[config.mk]
export PLATFORM = sky130hd
export DESIGN_NAME = websocket_frame_parser_top
export DESIGN_NICKNAME = d
export VERILOG_FILES = /design/src/rtl/wsp_pkg.sv /design/src/rtl/websocket_frame_parser_top.sv /design/src/rtl/wsp_in_reg.sv /design/src/rtl/wsp_core.sv /design/src/rtl/wsp_out_reg.sv
export SDC_FILE = /design/constraint.sdc
export NUM_CORES = 1
export LEC_CHECK = 0
export BUFFER_PORTS_ARGS = -buffer_cell sky130_fd_sc_hd__buf_2
export CORE_ASPECT_RATIO = 2
export CORE_MARGIN = 5
export CORE_UTILIZATION = 64
export CTS_CLUSTER_SIZE = 12
export DETAILED_ROUTE_END_ITERATION = 8
export GPL_TIMING_DRIVEN = 0
export PLACE_DENSITY = 0.84
export SLEW_MARGIN = 25
export SYNTH_ARGS = -nofsm -noshare
export SYNTH_HDL_FRONTEND = slang
export SYNTH_SLANG_ARGS = --single-unit
[constraint.sdc]
create_clock -name clk -period 7.7 [get_ports clk]
set_input_delay 0.77 -clock clk [delete_from_list [all_inputs] [get_ports clk]]
set_output_delay 0.77 -clock clk [all_outputs]
set_load 0.005 [all_outputs]
[src/rtl/wsp_pkg.sv]
`timescale 1ns / 1ps
// types and constants shared by the websocket frame parser
// no dependencies

package wsp_pkg;

	localparam int LENGTH_BITS_DEF = 32;

	typedef enum logic [1:0] {
		KIND_HEADER = 2'd0,
		KIND_DATA   = 2'd1,
		KIND_ERROR  = 2'd2
	} kind_t;

	localparam logic ERR_SHORT  = 1'b0;
	localparam logic ERR_LENGTH = 1'b1;

	typedef struct packed {
		kind_t       kind;
		logic        fin_flag;
		logic [2:0]  reserved_bits;
		logic [3:0]  frame_opcode;
		logic        masked_flag;
		logic [31:0] payload_len;
		logic [7:0]  data_byte;
		logic        frame_end;
		logic        error_code;
	} res_t;

	typedef struct packed {
		logic [7:0] byte_value;
		logic       buffer_end;
	} in_item_t;

endpackage

[src/rtl/websocket_frame_parser_top.sv]
`timescale 1ns / 1ps
// websocket frame parser: one received byte per item, at most one result per item
// throughput one item per cycle; two register stages: an accepted item passes through
// the input register, then parser logic into the result register
// the result register's readiness sets the rate when the output side stalls
// reset (async, active low) empties both registers and rearms the header parser
// depends on wsp_pkg, wsp_in_reg, wsp_core, wsp_out_reg

module websocket_frame_parser_top #(
	parameter int LENGTH_BITS = wsp_pkg::LENGTH_BITS_DEF
) (
	input  logic        clk,
	input  logic        arst_n,
	input  logic        in_valid,
	output logic        in_ready,
	input  logic [7:0]  byte_value,
	input  logic        buffer_end,
	output logic        out_valid,
	input  logic        out_ready,
	output logic [1:0]  kind,
	output logic        fin_flag,
	output logic [2:0]  reserved_bits,
	output logic [3:0]  frame_opcode,
	output logic        masked_flag,
	output logic [31:0] payload_len,
	output logic [7:0]  data_byte,
	output logic        frame_end,
	output logic        error_code
);
	import wsp_pkg::*;

	in_item_t in_item, item_s1;
	logic     valid_s1, free, step, has_res;
	res_t     res, res_q;

	assign in_item.byte_value = byte_value;
	assign in_item.buffer_end = buffer_end;
	assign step = valid_s1 && free;

	wsp_in_reg u_in (
		.clk      (clk),
		.arst_n   (arst_n),
		.in_valid (in_valid),
		.in_ready (in_ready),
		.in_item  (in_item),
		.take     (step),
		.valid_s1 (valid_s1),
		.item_s1  (item_s1)
	);

	wsp_core #(
		.LENGTH_BITS (LENGTH_BITS)
	) u_core (
		.clk     (clk),
		.arst_n  (arst_n),
		.step    (step),
		.item    (item_s1),
		.has_res (has_res),
		.res     (res)
	);

	wsp_out_reg u_out (
		.clk       (clk),
		.arst_n    (arst_n),
		.load      (step && has_res),
		.res       (res),
		.free      (free),
		.out_valid (out_valid),
		.out_ready (out_ready),
		.res_q     (res_q)
	);

	assign kind           = res_q.kind;
	assign fin_flag       = res_q.fin_flag;
	assign reserved_bits  = res_q.reserved_bits;
	assign frame_opcode   = res_q.frame_opcode;
	assign masked_flag    = res_q.masked_flag;
	assign payload_len    = res_q.payload_len;
	assign data_byte      = res_q.data_byte;
	assign frame_end      = res_q.frame_end;
	assign error_code     = res_q.error_code;

	// error items carry nothing but their code
	a_err_clean: assert property (@(posedge clk) disable iff (!arst_n)
		out_valid && kind == KIND_ERROR |-> payload_len == 32'd0 && data_byte == 8'h00)
		else $error("error item with header fields set");

	// header marks frame end exactly for an empty frame
	a_hdr_end: assert property (@(posedge clk) disable iff (!arst_n)
		out_valid && kind == KIND_HEADER |-> frame_end == (payload_len == 32'd0))
		else $error("header frame_end does not match length");

	// payload bytes only belong to frames with a nonzero length
	a_data_len: assert property (@(posedge clk) disable iff (!arst_n)
		out_valid && kind == KIND_DATA |-> payload_len != 32'd0 && error_code == 1'b0)
		else $error("payload item of an empty frame");

endmodule

[src/rtl/wsp_in_reg.sv]
`timescale 1ns / 1ps
// input register of the websocket frame parser
// depends on wsp_pkg

module wsp_in_reg (
	input  logic              clk,
	input  logic              arst_n,
	input  logic              in_valid,
	output logic              in_ready,
	input  wsp_pkg::in_item_t in_item,
	input  logic              take,
	output logic              valid_s1,
	output wsp_pkg::in_item_t item_s1
);
	import wsp_pkg::*;

	assign in_ready = !valid_s1 || take;

	always_ff @(posedge clk or negedge arst_n) begin
		if (!arst_n) begin
			valid_s1 <= 1'b0;
		end else if (in_ready) begin
			valid_s1 <= in_valid;
		end
	end

	always_ff @(posedge clk) begin
		if (in_ready && in_valid) begin
			item_s1 <= in_item;
		end
	end

endmodule

[src/rtl/wsp_core.sv]
`timescale 1ns / 1ps
// frame header parser state and per-byte result logic
// depends on wsp_pkg

module wsp_core #(
	parameter int LENGTH_BITS = wsp_pkg::LENGTH_BITS_DEF
) (
	input  logic              clk,
	input  logic              arst_n,
	input  logic              step,
	input  wsp_pkg::in_item_t item,
	output logic              has_res,
	output wsp_pkg::res_t     res
);
	import wsp_pkg::*;

	typedef enum logic [2:0] {
		PH_FIRST   = 3'd0,
		PH_SECOND  = 3'd1,
		PH_EXTLEN  = 3'd2,
		PH_KEY     = 3'd3,
		PH_PAYLOAD = 3'd4,
		PH_DONE    = 3'd5,
		PH_SKIP    = 3'd6
	} phase_t;

	// bits of the length that must be clear to fit in LENGTH_BITS
	localparam logic [63:0] LimOne  = 64'd1 << LENGTH_BITS;
	localparam logic [31:0] LimMask = 32'(~(LimOne - 64'd1));

	phase_t                  phase_q, n_phase;
	logic [7:0]              fhb_q, n_fhb;
	logic                    mask_q, n_mask;
	logic [3:0]              ecnt_q, n_ecnt;
	logic [31:0]             acc_q, n_acc;
	logic [31:0]             key_q, n_key;
	logic [1:0]              kidx_q, n_kidx;
	logic [LENGTH_BITS-1:0]  rem_q, n_rem;

	logic [31:0] key_sh;
	logic [7:0]  kb;
	logic [7:0]  b;
	logic        do_len, do_hdr, err_set, err_code;

	assign b      = item.byte_value;
	assign key_sh = key_q >> {~kidx_q, 3'b000};
	assign kb     = mask_q ? key_sh[7:0] : 8'h00;

	always_comb begin
		n_phase  = phase_q;
		n_fhb    = fhb_q;
		n_mask   = mask_q;
		n_ecnt   = ecnt_q;
		n_acc    = acc_q;
		n_key    = key_q;
		n_kidx   = kidx_q;
		n_rem    = rem_q;
		do_len   = 1'b0;
		do_hdr   = 1'b0;
		err_set  = 1'b0;
		err_code = ERR_SHORT;
		has_res  = 1'b0;
		res      = '0;

		case (phase_q)
			PH_FIRST: begin
				n_fhb   = b;
				n_phase = PH_SECOND;
			end
			PH_SECOND: begin
				n_mask = b[7];
				n_acc  = '0;
				if (b[6:0] <= 7'd125) begin
					n_acc  = {25'd0, b[6:0]};
					do_len = 1'b1;
				end else if (b[6:0] == 7'd126) begin
					n_ecnt  = 4'd2;
					n_phase = PH_EXTLEN;
				end else begin
					n_ecnt  = 4'd8;
					n_phase = PH_EXTLEN;
				end
			end
			PH_EXTLEN: begin
				// upper four bytes of a 64-bit length must be zero
				if (ecnt_q > 4'd4 && b != 8'h00) begin
					err_set  = 1'b1;
					err_code = ERR_LENGTH;
				end else begin
					if (ecnt_q <= 4'd4) begin
						n_acc = {acc_q[23:0], b};
					end
					n_ecnt = ecnt_q - 4'd1;
					if (n_ecnt == 4'd0) begin
						do_len = 1'b1;
					end
				end
			end
			PH_KEY: begin
				n_key = {key_q[23:0], b};
				if (kidx_q == 2'd3) begin
					do_hdr = 1'b1;
				end else begin
					n_kidx = kidx_q + 2'd1;
				end
			end
			PH_PAYLOAD: begin
				has_res              = 1'b1;
				res.kind             = KIND_DATA;
				res.fin_flag         = fhb_q[7];
				res.reserved_bits    = fhb_q[6:4];
				res.frame_opcode     = fhb_q[3:0];
				res.masked_flag      = mask_q;
				res.payload_len      = acc_q;
				res.data_byte        = b ^ kb;
				res.frame_end        = (rem_q == LENGTH_BITS'(1));
				n_rem                = rem_q - LENGTH_BITS'(1);
				n_kidx               = kidx_q + 2'd1;
				if (n_rem == '0) begin
					n_phase = PH_DONE;
				end
			end
			default: begin
			end
		endcase

		if (do_len) begin
			if ((n_acc & LimMask) != 32'd0) begin
				err_set  = 1'b1;
				err_code = ERR_LENGTH;
			end else if (n_mask) begin
				n_kidx  = 2'd0;
				n_key   = '0;
				n_phase = PH_KEY;
			end else begin
				do_hdr = 1'b1;
			end
		end

		if (do_hdr) begin
			has_res            = 1'b1;
			res                = '0;
			res.kind           = KIND_HEADER;
			res.fin_flag       = n_fhb[7];
			res.reserved_bits  = n_fhb[6:4];
			res.frame_opcode   = n_fhb[3:0];
			res.masked_flag    = n_mask;
			res.payload_len    = n_acc;
			res.frame_end      = (n_acc == 32'd0);
			n_rem              = n_acc[LENGTH_BITS-1:0];
			n_kidx             = 2'd0;
			n_phase            = (n_acc == 32'd0) ? PH_DONE : PH_PAYLOAD;
		end

		if (err_set) begin
			has_res        = 1'b1;
			res            = '0;
			res.kind       = KIND_ERROR;
			res.error_code = err_code;
			n_phase        = PH_SKIP;
		end

		// buffer end: report an unfinished frame, then rearm
		if (item.buffer_end) begin
			if (n_phase != PH_DONE && n_phase != PH_SKIP) begin
				has_res        = 1'b1;
				res            = '0;
				res.kind       = KIND_ERROR;
				res.error_code = ERR_SHORT;
			end
			n_phase = PH_FIRST;
			n_fhb   = '0;
			n_mask  = 1'b0;
			n_ecnt  = '0;
			n_acc   = '0;
			n_key   = '0;
			n_kidx  = '0;
			n_rem   = '0;
		end
	end

	always_ff @(posedge clk or negedge arst_n) begin
		if (!arst_n) begin
			phase_q <= PH_FIRST;
			fhb_q   <= '0;
			mask_q  <= 1'b0;
			ecnt_q  <= '0;
			acc_q   <= '0;
			key_q   <= '0;
			kidx_q  <= '0;
			rem_q   <= '0;
		end else if (step) begin
			phase_q <= n_phase;
			fhb_q   <= n_fhb;
			mask_q  <= n_mask;
			ecnt_q  <= n_ecnt;
			acc_q   <= n_acc;
			key_q   <= n_key;
			kidx_q  <= n_kidx;
			rem_q   <= n_rem;
		end
	end

endmodule

[src/rtl/wsp_out_reg.sv]
`timescale 1ns / 1ps
// result register of the websocket frame parser
// depends on wsp_pkg

module wsp_out_reg (
	input  logic          clk,
	input  logic          arst_n,
	input  logic          load,
	input  wsp_pkg::res_t res,
	output logic          free,
	output logic          out_valid,
	input  logic          out_ready,
	output wsp_pkg::res_t res_q
);
	import wsp_pkg::*;

	assign free = !out_valid || out_ready;

	always_ff @(posedge clk or negedge arst_n) begin
		if (!arst_n) begin
			out_valid <= 1'b0;
		end else if (free) begin
			out_valid <= load;
		end
	end

	always_ff @(posedge clk) begin
		if (free && load) begin
			res_q <= res;
		end
	end

endmodule
# Word level (Yosys, flattened, before mapping)
# Index checks and enable logic that the tools add are counted.
# op_classes
n_shift,1
n_lt_le_gt_ge,3
eq_ne,11
n_bitwise,2
n_mux,57
n_reduce_logical,19
add_sub_neg,3
# op_table
op,n
2-to-1 mux 32 bit,10
2-to-1 mux 53 bit,4
logical NOT 32 bit,2
case mux 32 bit (2 select lines),1
2-to-1 mux 51 bit,1
== test 32 x 1 -> 1 bit (second input constant),1
right shift 32 x 5 -> 8 bit,1
subtractor 32 x 1 -> 32 bit (second input constant),1
2-to-1 mux 8 bit,3
2-to-1 mux 3 bit,7
2-to-1 mux 1 bit,17
2-to-1 mux 4 bit,4
inequality test 3 bit (second input constant),4
2-to-1 mux 2 bit,5
case mux 3 bit (3 select lines),1
case mux 4 bit (2 select lines),1
nonzero test 8 bit,1
XOR 8 bit,1
== test 7 bit (second input constant),1
<= comparator 7 bit (second input constant),1
2-to-1 mux 7 bit,1
== test 3 x 2 -> 1 bit (second input constant),2
logical AND 1 bit,6
nonzero test 3 bit,2
other kinds (16),18
# word_totals
input_bits,13
word_cells,117
ff_bits,178
output_inout_bits,55

# Longest topological paths before layout
# Gate-level depths: netlist of the first run.
# logic_depth
ltp_word,14
ltp_mapped,14
mapped_depth_nobuf,11

# Cells and area by module
# Synthesis of the first run repeated with hierarchy kept, for this count alone.
# unflattened
cells_unflattened,935
hier_area_um2,9471.6
# modules_own_cells
mod,instances,seq_area_each_um2,area_each_um2,cells_per_inst
wsp_core,1,2852.7,7489.7,863
wsp_out_reg,1,1616.6,1645.3,57
wsp_in_reg,1,295.3,324.1,13
websocket_frame_parser_top,1,0.0,12.5,2

# Worst setup path before layout of the first run
# OpenSTA, ideal clock, no wires.
# synth_timing
path_kind,reg-to-reg
from,register u_core.ecnt_q[0]
to,register u_out.res_q[0] (netlist name)
t_required_ps,7284
setup_time_ps,416
arrival_time_ps,4033
period_less_slack_ps,4449
stages_incl_launch_ff,14
path_buffers,2
slack_ps,3251
cell_sequence,dfrtp_1 > inv_1 > ha_1 > and2b_2 > clkbuf_1 > clkbuf_1 > o311ai_0 > nand3_2 > nor4_1 > nand4_1 > o31ai_2 > a21oi_2 > a31oi_1 > and3_1
# synth_via
elab_chain_len,14
word_cells_on_any_way,28
cone_classes,add/sub (1); order compare (2); eq/ne (2); mux (17); reduce/logical (6)
# synth_lines
element,line_no,source
start: declaration,wsp_core.sv:34,"logic [3:0] ecnt_q, n_ecnt;"
start signal: assignment,wsp_core.sv:196,ecnt_q <= n_ecnt;
<= comparator 4 x 3 -> 1 bit (tied with other cells),wsp_core.sv:90,if (ecnt_q <= 4'd4) begin
2-to-1 mux 32 bit (tied with other cells),wsp_core.sv:90,
2-to-1 mux 32 bit or 2-to-1 mux 1 bit (tied branches),"wsp_core.sv:86, wsp_core.sv:94",
case mux 32 bit (2 select lines) or 2-to-1 mux 1 bit (tied branches),"wsp_core.sv:65, wsp_core.sv:86",
logical NOT 32 bit or case mux 1 bit (2 select lines) (tied branches),"wsp_core.sv:152, wsp_core.sv:65",
2-to-1 mux 1 bit (tied with other cells),wsp_core.sv:152,n_phase = (n_acc == 32'd0) ? PH_DONE : PH_PAYLOAD;
2-to-1 mux 3 bit,wsp_core.sv:140,if (do_hdr) begin
2-to-1 mux 3 bit,wsp_core.sv:155,if (err_set) begin
inequality test 3 bit,wsp_core.sv:165,if (n_phase != PH_DONE && n_phase != PH_SKIP) begin
logical AND 1 bit,wsp_core.sv:165,
2-to-1 mux 1 bit,wsp_core.sv:165,
2-to-1 mux 1 bit *,wsp_core.sv:164,if (item.buffer_end) begin
logical AND 1 bit *,websocket_frame_parser_top.sv:65,".load (step && has_res),"
logical AND 1 bit *,wsp_out_reg.sv:28,if (free && load) begin
# Mark *: on every way between the ends. The rest lies on a longest branch, timed or not.
# A chain may end at the register's enable or synchronous reset.

==> results.toml, run 1 <==
[timing]
unrepaired_setup_endpoints_after_global_routing = "false"
fin_setup_tns_ns = 0
period_share = 0.635
max_clock_freq_mhz = 205
post-route-min-period_ns = 4.89
finalMaxSlewViolations = 0
clock-skew-final_ns = 0.0129
worst-slew-pin-transition_ns = 0.948
hold_viol_final = 0
final-setup-viol-count = 0
worst_slew_slack_as_a_fraction_of_its_limit = 0.367

[die]
initial_utilization = 0.652
core_area_sq_um = 14800
num_rows = 63
design.portCount = 68
die_area_sq_um = 17800
die_height_um = 184
fp.dieW_um = 96.9

[power]
power.static_leakage_uw = 0.00438
power_density_over_cell_area_nw_per_um2 = 377
totalPowerFinal_uw = 4110
power.ir.vdd_worst_uv = 258

[job]
maxCapViolations = 0

[global_routing]
all_layer_global_routing_usage = 0.392
largest_net_degree_at_the_start_of_global_routing = 83
first_global_vias = 9162
wire_length_of_the_first_global_routing_pass_um = 52700
globalRoute.totalOverflow = 0
number_of_antenna_violations_at_the_first_check_in_global_routing = 0

[run_status]
run_status = "complete, no violations"

[clock_tree]
cts_setup_buffers = 0
clock_insertion_delay_worst_skew_ns = 0.45
cts_tree = "yes"
cts_buffer_depth = 2
cts_resized = 0
path_clk_slew_ns = 0.08
cts_inserted_buffers = 17
holdBufCountCts = 0
cts-htree-levels = 4
cts_num_sinks = 178
root_buffer = "sky130_fd_sc_hd__clkbuf_16"

[yosys]
syn-mean-instance-area_sq_um = 9.71
ys_warn_count = 0
synth_seq_cells = 178
synth_enable_flop_cells = 62
instance_count_of_the_mapped_netlist = 995
synth_top_cell_area_share = 0.301
syn-num-nets = 1016
synthArstFlopShare = 0.652
seq_area_frac_synth = 0.493
yosys_most_used_dff = "sky130_fd_sc_hd__dfrtp_1"
yosysUniqueCellTypes = 76
netlist.top_cell.by_area = "sky130_fd_sc_hd__dfrtp_1"
syn-cell-area_sq_um = 9660
synth.top_cells.by_area = "sky130_fd_sc_hd__dfrtp_1, sky130_fd_sc_hd__edfxtp_1, sky130_fd_sc_hd__a22o_1"

[finish]
layout.core_utilization = 0.735
antenna_cells = 0
drive_gt1_frac = 0.164
synthToLayoutAreaGrowth_pct = 12.8
num-nets-final = 1104

[detailed_routing]
detail_route.wl_per_cell_um = 26.6
initialDrtViolationCount = 1030
drc = 0
wirelength_um = 34300
met2_wirelength_um = 17100
met3_length_um = 2920
post_drt_via_cell_ratio = 7.07
vias = 9133
top_layer_used = "met4"
route.layer.met1.wl_um = 10900
detail-route-antenna-nets = 0
drt_first_pass_iters = 7

[worst_setup_path]
timing.critical_path.from_type = "register"
setup.worst_path.class = "reg2reg"
reg2reg_from = "u_core.ecnt_q[0]$_DFFE_PN0P_"
crit_start = "u_core.ecnt_q[0]$_DFFE_PN0P_"
setup.reg_to_reg.worst_slack_ns = 2.81
worst_setup_path_end_kind = "register"
critPathCapture = "u_out.res_q[9]$_DFFE_PP_"
timing.critical_path.fanout_max = 10
critical_path_required_ns = 7.90
rr_endpoint = "u_out.res_q[9]$_DFFE_PP_"
crit_arrival_ns = 5.09
number_of_cells_on_the_worst_reg_to_reg_path = 14

[placement]
detailedPlacementHpwl_um = 24800
buffer_ports.inserted = 67
routabilityCongestion = 1.04

[hold_path]
worst_hold_path_type = "in2async"
routing by layer:
metal  up-vias  GRT usage
li1       3873          -
met1      4357      0.419
met2       680      0.666
met3       223     0.0722
met4         0      0.329
met5         -          0
power by group:
part	total, uW	switching, uW	leakage, uW	internal, uW
clock	877	413	0.000291	464
combinational	1840	1260	0.00190	582
sequential	1400	187	0.00218	1210
worst min-delay path by stage:
stage | startpoint | to | slack [ns] | cells after the start
after detailed placement | u_core.key_q[24]$_DFFE_PN0P_ | u_core.key_q[24]$_DFFE_PN0P_ | 0.48 | 1
final | arst_n | u_core.acc_q[20]$_DFFE_PN0P_ | 0.19 | 1
after global placement | u_core.key_q[27]$_DFFE_PN0P_ | u_core.key_q[27]$_DFFE_PN0P_ | 0.48 | 1
after global routing | arst_n | u_core.ecnt_q[3]$_DFFE_PN0P_ | 0.20 | 1
after CTS | arst_n | u_core.acc_q[20]$_DFFE_PN0P_ | 0.20 | 1
after floorplan | u_core.key_q[24]$_DFFE_PN0P_ | u_core.key_q[24]$_DFFE_PN0P_ | 0.46 | 1
synthesized netlist by cell type (all sizes together), types with 3 or more instances:
master and count:
o41ai 5, nand2b 9, mux2i 4, or2 8, nor3 39, inv 18, nor2b 3, nand4 6
a22o 67, and3 10, dfrtp 116, a31oi 7, a311o 4, edfxtp 62, o211ai 4, a22oi 25
clkbuf 58, nand2 116, or4 6, buf 18, o21ai 90, ha 8, or3 9, a31o 3
nor2 101, a21oi 68, nor4 19, o311ai 7, o22ai 5, nand3 23, and2 9, mux4 8
xnor2 4, o31ai 9, o31a 3, xor2 13
per-stage QoR:
| stage | cell area, sq um | setup slack, ns | instances | hold WS [ns] |
|---|---|---|---|---|
| detailed placement | 10300 | 2.95 | 1259 | 0.483 |
| floorplan | 9660 | 3.25 | 995 | 0.462 |
| global placement | 10200 | 1.67 | 1257 | 0.479 |
| CTS | 10900 | 2.94 | 1291 | 0.204 |
| finish | 10900 | 2.81 | 1291 | 0.190 |
| global route | 10900 | 2.57 | 1291 | 0.201 |
cell type report:
class / instances / area, sq um
Buffer: 76 / 360
Clock buffer: 19 / 475
Sequential cell: 178 / 4760
Timing Repair Buffer: 69 / 393
Tap cell: 195 / 244
Clock inverter: 13 / 116
Fill cell: 1103 / 3930
Multi-Input combinational cell: 722 / 4470
Inverter: 19 / 71.3
registers in the layout, summed over array words and instances, names as in the netlist:
register / flops
u_core.acc_q: 32
u_core.ecnt_q: 4
u_core.fhb_q: 8
u_core.key_q: 32
u_core.kidx_q: 2
u_core.mask_q: 1
u_core.phase_q: 3
u_core.rem_q: 32
u_in.item_s1: 9
u_in.valid_s1: 1
u_out.out_valid: 1
u_out.res_q: 53
placed cells by master, fill, tap and decap left out, types with 17 or more instances in the layout:
cell type / instances
sky130_fd_sc_hd__buf_2: 72
sky130_fd_sc_hd__dfrtp_1: 116
sky130_fd_sc_hd__nor2_1: 81
sky130_fd_sc_hd__nor4_1: 19
sky130_fd_sc_hd__clkbuf_1: 58
sky130_fd_sc_hd__a22o_1: 67
sky130_fd_sc_hd__nand3_1: 22
sky130_fd_sc_hd__a21oi_1: 57
sky130_fd_sc_hd__nand2_1: 116
sky130_fd_sc_hd__a22oi_1: 25
sky130_fd_sc_hd__o21ai_0: 78
sky130_fd_sc_hd__nor2_2: 19
sky130_fd_sc_hd__nor3_1: 30
sky130_fd_sc_hd__inv_1: 17
sky130_fd_sc_hd__edfxtp_1: 62
sky130_fd_sc_hd__clkbuf_16: 19
cell families (layout without fill, tap and decap cells):
logic type,count (synthesis),in the layout,share of synthesized area
DFF,178,178,0.493
muxes,12,12,0.0228
buffers and inverters,95,196,0.0447
xor gates and xnor gates,17,17,0.0154
adders and majority gates,8,8,0.0104
AOI/OAI and AO/OA,315,315,0.224
and+or+nand+nor,370,370,0.190
critical path: stages (launching register included):
cell and delay (ns):
sky130_fd_sc_hd__dfrtp_1 0.38, sky130_fd_sc_hd__inv_1 0.09, sky130_fd_sc_hd__ha_1 0.20, sky130_fd_sc_hd__and2b_2 0.27, sky130_fd_sc_hd__clkbuf_1 0.37, sky130_fd_sc_hd__clkbuf_1 0.39, sky130_fd_sc_hd__nor4_1 0.14, sky130_fd_sc_hd__a311oi_1 0.41
sky130_fd_sc_hd__nor4b_1 0.66, sky130_fd_sc_hd__nand3_1 0.22, sky130_fd_sc_hd__o31ai_2 0.29, sky130_fd_sc_hd__a21oi_2 0.12, sky130_fd_sc_hd__a311oi_4 0.74, sky130_fd_sc_hd__buf_6 0.28, sky130_fd_sc_hd__nor3_1 0.07
Power figures use the tool's default switching activity.
==> run 2: changes to the inputs <==
- CORE_UTILIZATION: 64 -> 55
- PLACE_DENSITY: 0.84 -> 0.77
- clock period: 7.7 -> 4.1 ns (I/O delays scaled with it)
==> run 2 against run 1 <==
  * First-iteration DRC count grew 4.7%
  * Clock skew shrank 0.0054 ns
  * Global-route usage shrank 4.5 points
  * Register-to-register slack lost 2.8 ns
  * Core utilization shrank 9.0 points
==> results.toml, run 2 (synthesis results as in run 1) <==
[placement]
routabilityCongestion = 1.02
buffer_ports.inserted = 67
place_area_sq_um = 10300
dpl.cell_count = 1273
placement.setup.worst_slack_ns = -0.853
detailedPlacementHpwl_um = 25000

[hold_path]
worst_hold_path_type = "in2reg"

[timing]
worst-slew-pin-transition_ns = 1.01
finalHoldWorstSlack_ns = 0.141
fin_setup_tns_ns = 0
finalMaxSlewViolations = 0
final-setup-viol-count = 0
final_critical_path_setup_slack_ns = 0.0445
clock-skew-final_ns = 0.00748
period_share = 0.989
worst_slew_slack_as_a_fraction_of_its_limit = 0.323
max_clock_freq_mhz = 247
post-route-min-period_ns = 4.06
hold_viol_final = 0

[worst_setup_path]
crit_arrival_ns = 4.19
cpMaxStageDelayCell = "sky130_fd_sc_hd__nor4b_4"
cpPeakStageDelay_ns = 0.55
timing.critical_path.from_type = "register"
path_common_cell = "sky130_fd_sc_hd__clkbuf_2"
timing.critical_path.fanout_max = 10
worst_setup_path_end_kind = "register"
setup.worst_path.class = "reg2reg"
critical_path_required_ns = 4.23
crit_chain = "inv_1 > ha_1 > and2b_2 > clkbuf_2 > clkbuf_2 > o311ai_1 > o311ai_2 > nor4b_4 > nand3_2 > o31ai_2 > a21oi_2 > a31oi_4 > buf_12 > and3_2"

[detailed_routing]
drt_first_pass_iters = 6
drc = 0
initialDrtViolationCount = 1078
detail-route-antenna-nets = 0
post_drt_via_cell_ratio = 6.84
met2_wirelength_um = 17700
met3_length_um = 2940
wirelength_um = 35800
vias = 9039
top_layer_used = "met4"
detail_route.wl_per_cell_um = 27.1
route.layer.met1.wl_um = 11400

[finish]
num-nets-final = 1119
antenna_cells = 0
drive_gt1_frac = 0.186
mostFrequentLayoutCells = "sky130_fd_sc_hd__nand2_1, sky130_fd_sc_hd__dfrtp_1, sky130_fd_sc_hd__nor2_1, sky130_fd_sc_hd__o21ai_0, sky130_fd_sc_hd__buf_2"
largest_register_ff_count = 53
max_flop_register = "u_out.res_q"
post_layout_nonfiller_instances = 1321
final_cell_area_sq_um = 11100
synthToLayoutAreaGrowth_pct = 15.3

[die]
core_area_sq_um = 17300
die_height_um = 197
num_rows = 68
fp.dieW_um = 104
die_area_sq_um = 20500
design.portCount = 68
initial_utilization = 0.559

[clock_tree]
path_clk_slew_ns = 0.07
cts_tree = "yes"
cts-htree-levels = 4
clock_insertion_delay_worst_skew_ns = 0.44
cts_num_sinks = 178
cts_buffer_depth = 2
root_buffer = "sky130_fd_sc_hd__clkbuf_16"
cts_inserted_buffers = 17

[job]
maxCapViolations = 0

[power]
power_density_over_cell_area_nw_per_um2 = 718
power.static_leakage_uw = 0.00450
power.ir.vdd_worst_uv = 410

[global_routing]
all_layer_global_routing_usage = 0.347
globalRoute.totalOverflow = 0
number_of_antenna_violations_at_the_first_check_in_global_routing = 0
wire_length_of_the_first_global_routing_pass_um = 53500
largest_net_degree_at_the_start_of_global_routing = 92
first_global_vias = 8908

[run_status]
run_status = "complete, no violations"
==> run 2: final timing paths <==
| kind | from | endpoint | slack [ns] | cells past startpoint |
|---|---|---|---|---|
| setup / recovery | u_core.ecnt_q[0]$_DFFE_PN0P_ | u_out.res_q[8]$_DFFE_PP_ | 0.04 | 14 |
| setup reg to reg | u_core.ecnt_q[0]$_DFFE_PN0P_ | u_out.res_q[8]$_DFFE_PP_ | 0.04 | 14 |
| min in group asynchronous | arst_n | u_core.fhb_q[4]$_DFFE_PN0P_ | 0.40 | 2 |
| max in group asynchronous | arst_n | u_core.key_q[19]$_DFFE_PN0P_ | 2.96 | 3 |
| hold / removal | byte_value[4] | u_in.item_s1[5]$_DFFE_PP_ | 0.14 | 1 |
| hold reg to reg | u_core.key_q[31]$_DFFE_PN0P_ | u_core.key_q[31]$_DFFE_PN0P_ | 0.51 | 1 |
==> run 2: final cells by class <==
type                            instances  area (sq um)
Buffer                                 76           364
Inverter                               19          71.3
Tap cell                              210           263
Multi-Input combinational cell        729          4620
Fill cell                            1489          6130
Sequential cell                       178          4760
Clock inverter                         13           146
Clock buffer                           19           454
Timing Repair Buffer                   77           455
==> run 2: power by group <==
part / switching [uW] / leakage [uW] / total (uW) / internal [uW]
Sequential: 350 / 0.00218 / 2620 / 2270
Combinational: 2500 / 0.00202 / 3680 / 1180
Clock: 745 / 0.000290 / 1690 / 943
Total: 3600 / 0.00450 / 7990 / 4400
==> run 2: critical path, delay by kind of cell (launching register included) <==
kind            cells  cell delay (ns)
buf+inv             4             0.69
compound gates      5             1.19
flops               1             0.40
simple gates        4             1.29
fa+ha+maj           1             0.16
==> run 2: stage by stage <==
step | util | total power (uW)
finish | 0.645 | 7990
global route | 0.645 | 8380
CTS | 0.640 | 7830
detailed placement | 0.596 | 5970
global placement | 0.594 | 5950
floorplan | - | 4790
==> run 2: timing repair <==
action                                  4_1_cts  5_1_grt
setup buffers                                 4        4
hold buffers                                  1        0
hold endpoints to repair                     25        0
endpoints found under the setup margin      105      115
pin swaps                                     6        5
resized for setup                            14       12
cloned                                        5        2
==> run 2: routing by layer <==
layer	vias to the layer above	global-route usage
li1	3915	-
met1	4336	0.366
met2	601	0.589
met3	187	0.0707
met4	0	0.287
met5	-	0
==> run 3: changes to the inputs <==
==> constraint.sdc (replaced) <==
create_clock -name clk -period 4.1 [get_ports clk]
set_input_delay 0.82 -clock clk [delete_from_list [all_inputs] [get_ports clk]]
set_output_delay 0.82 -clock clk [all_outputs]
set_load 0.005 [all_outputs]
==> run 3 against run 2 <==
  * Critical path depth down 2
  * Non-clock buffer count down 1
  * Clock-buffer cell count unchanged
  * First-iteration DRC count down 5.9%
  * Critical endpoint unchanged
  * Register-to-register slack about the same
  * Largest power group unchanged
  * Combinational power about the same
  * Hold slack better by 0.076 ns
  * Design area about the same
  * Power up 0.17%
==> results.toml, run 3 (synthesis results as in run 1) <==
[run_status]
run_status = "complete, no violations"

[timing]
finalHoldWorstSlack_ns = 0.217
worst_slew_slack_as_a_fraction_of_its_limit = 0.315
worst-slew-pin-transition_ns = 1.03
clock-skew-final_ns = 0.0115
hold_viol_final = 0
finalMaxSlewViolations = 0
final-setup-viol-count = 0
max_clock_freq_mhz = 247
period_share = 0.989
post-route-min-period_ns = 4.06

[global_routing]
groute.layer.met3.usage = 0.0707
wire_length_of_the_first_global_routing_pass_um = 53500
first_global_vias = 8905
largest_net_degree_at_the_start_of_global_routing = 92
number_of_antenna_violations_at_the_first_check_in_global_routing = 0
met1_track_usage_gr = 0.366
globalRoute.totalOverflow = 0
all_layer_global_routing_usage = 0.347
grt_util_met2 = 0.589
grt_max_usage_layer = "met2"

[hold_path]
worst_hold_path_type = "in2async"

[job]
maxCapViolations = 0

[power]
power.static_leakage_uw = 0.00449
power.ir.vdd_worst_uv = 415
power_density_over_cell_area_nw_per_um2 = 720
totalPowerFinal_uw = 8010

[finish]
mostFrequentLayoutCells = "sky130_fd_sc_hd__nand2_1, sky130_fd_sc_hd__dfrtp_1, sky130_fd_sc_hd__nor2_1, sky130_fd_sc_hd__o21ai_0, sky130_fd_sc_hd__buf_2"
fill_cells = 1490
final_cell_area_sq_um = 11100
seqCellArea_sq_um = 4760
antenna_cells = 0
synthToLayoutAreaGrowth_pct = 15.2
multiInputGateArea_sq_um = 4620
max_flop_register = "u_out.res_q"
largest_register_ff_count = 53
num-nets-final = 1118
layout.core_utilization = 0.644
post_layout_nonfiller_instances = 1320
drive_gt1_frac = 0.186

[worst_setup_path]
reg2reg_from = "u_in.item_s1[3]$_DFFE_PP_"
rr_endpoint = "u_out.res_q[8]$_DFFE_PP_"
worst_setup_path_end_kind = "register"
critPathCapture = "u_out.res_q[8]$_DFFE_PP_"
setup.worst_path.class = "reg2reg"
crit_start = "u_in.item_s1[3]$_DFFE_PP_"
critical_path_required_ns = 4.23
timing.critical_path.fanout_max = 9
number_of_cells_on_the_worst_reg_to_reg_path = 12
setup.reg_to_reg.worst_slack_ns = 0.04
timing.critical_path.from_type = "register"
crit_arrival_ns = 4.19

[die]
design.portCount = 68
initial_utilization = 0.559
die_area_sq_um = 20500
die_height_um = 197
fp.dieW_um = 104
num_rows = 68
core_area_sq_um = 17300

[clock_tree]
cts_tree = "yes"
clock_insertion_delay_worst_skew_ns = 0.45
root_buffer = "sky130_fd_sc_hd__clkbuf_16"
cts_num_sinks = 178
cts_buffer_depth = 2
cts-htree-levels = 4
path_clk_slew_ns = 0.07
cts_inserted_buffers = 17

[detailed_routing]
drc = 0
drt_first_pass_iters = 7
detail-route-antenna-nets = 0
vias = 9035
post_drt_via_cell_ratio = 6.84
detail_route.wl_per_cell_um = 27.2
wirelength_um = 35900
initialDrtViolationCount = 1014

[placement]
routabilityCongestion = 1.02
detailedPlacementHpwl_um = 25000
dpl.cell_count = 1273
buffer_ports.inserted = 67
place_area_sq_um = 10300
[run 3: layout make-up]
class | count | share of cell area
flip-flops and latches | 178 | 0.428
clock inverters | 13 | 0.0132
inverters | 19 | 0.00641
well taps | 210 | 0.0236
repair buffers | 76 | 0.0400
multi-input cells | 729 | 0.415
plain buffers | 76 | 0.0327
clock buffers | 19 | 0.0408
[run 3: stage by stage]
step | TNS [ns] | setup slack, ns
4_1_cts | 0 | 0.00318
6_report | 0 | 0.0434
3_3_place_gp | -99.59 | -1.22
3_5_place_dp | -78.47 | -0.853
5_1_grt | -1.20 | -0.0420
2_1_floorplan | 0 | 0.230
[run 3: timing repair]
| action | CTS | global route |
|---|---|---|
| pin swaps | 6 | 5 |
| setup buffers | 4 | 4 |
| hold buffers | 0 | 0 |
| cloned | 5 | 2 |
| gates resized for setup | 14 | 12 |
| hold endpoints to repair | 0 | 0 |
| setup endpoints to repair | 105 | 115 |
[run 3: how the worst min path moves through the flow]
stage | from | to | slack [ns] | cells after the start
after floorplan | u_core.key_q[24]$_DFFE_PN0P_ | u_core.key_q[24]$_DFFE_PN0P_ | 0.46 | 1
after global placement | u_core.key_q[30]$_DFFE_PN0P_ | u_core.key_q[30]$_DFFE_PN0P_ | 0.48 | 1
after detailed placement | u_core.key_q[28]$_DFFE_PN0P_ | u_core.key_q[28]$_DFFE_PN0P_ | 0.48 | 1
after CTS | arst_n | u_core.fhb_q[3]$_DFFE_PN0P_ | 0.22 | 1
after global routing | arst_n | u_core.fhb_q[3]$_DFFE_PN0P_ | 0.23 | 1
final | arst_n | u_core.fhb_q[3]$_DFFE_PN0P_ | 0.22 | 1
[run 3: where the power goes]
| group | total (uW) | switching [uW] | internal (uW) |
|---|---|---|---|
| registers | 2620 | 348 | 2270 |
| logic | 3690 | 2510 | 1180 |
| clock network | 1700 | 758 | 943 |
| total | 8010 | 3610 | 4400 |
[run 3: worst max-delay path: stages, from the launching register on]
cell and delay (ns):
sky130_fd_sc_hd__edfxtp_1 0.32, sky130_fd_sc_hd__clkbuf_1 0.52, sky130_fd_sc_hd__nand2_1 0.17, sky130_fd_sc_hd__or2_1 0.36
sky130_fd_sc_hd__a21o_1 0.21, sky130_fd_sc_hd__clkbuf_1 0.25, sky130_fd_sc_hd__a2111oi_2 0.60, sky130_fd_sc_hd__nand4b_1 0.21
sky130_fd_sc_hd__a21oi_1 0.26, sky130_fd_sc_hd__a21oi_2 0.14, sky130_fd_sc_hd__a31oi_4 0.20, sky130_fd_sc_hd__buf_12 0.16
sky130_fd_sc_hd__and3_2 0.33
[run 3: metal layers]
metal / vias up / share of wire
met4: 0 / 0.10
met3: 194 / 0.079
met2: 595 / 0.49
met1: 4339 / 0.32
met5: - / 0
li1: 3907 / -
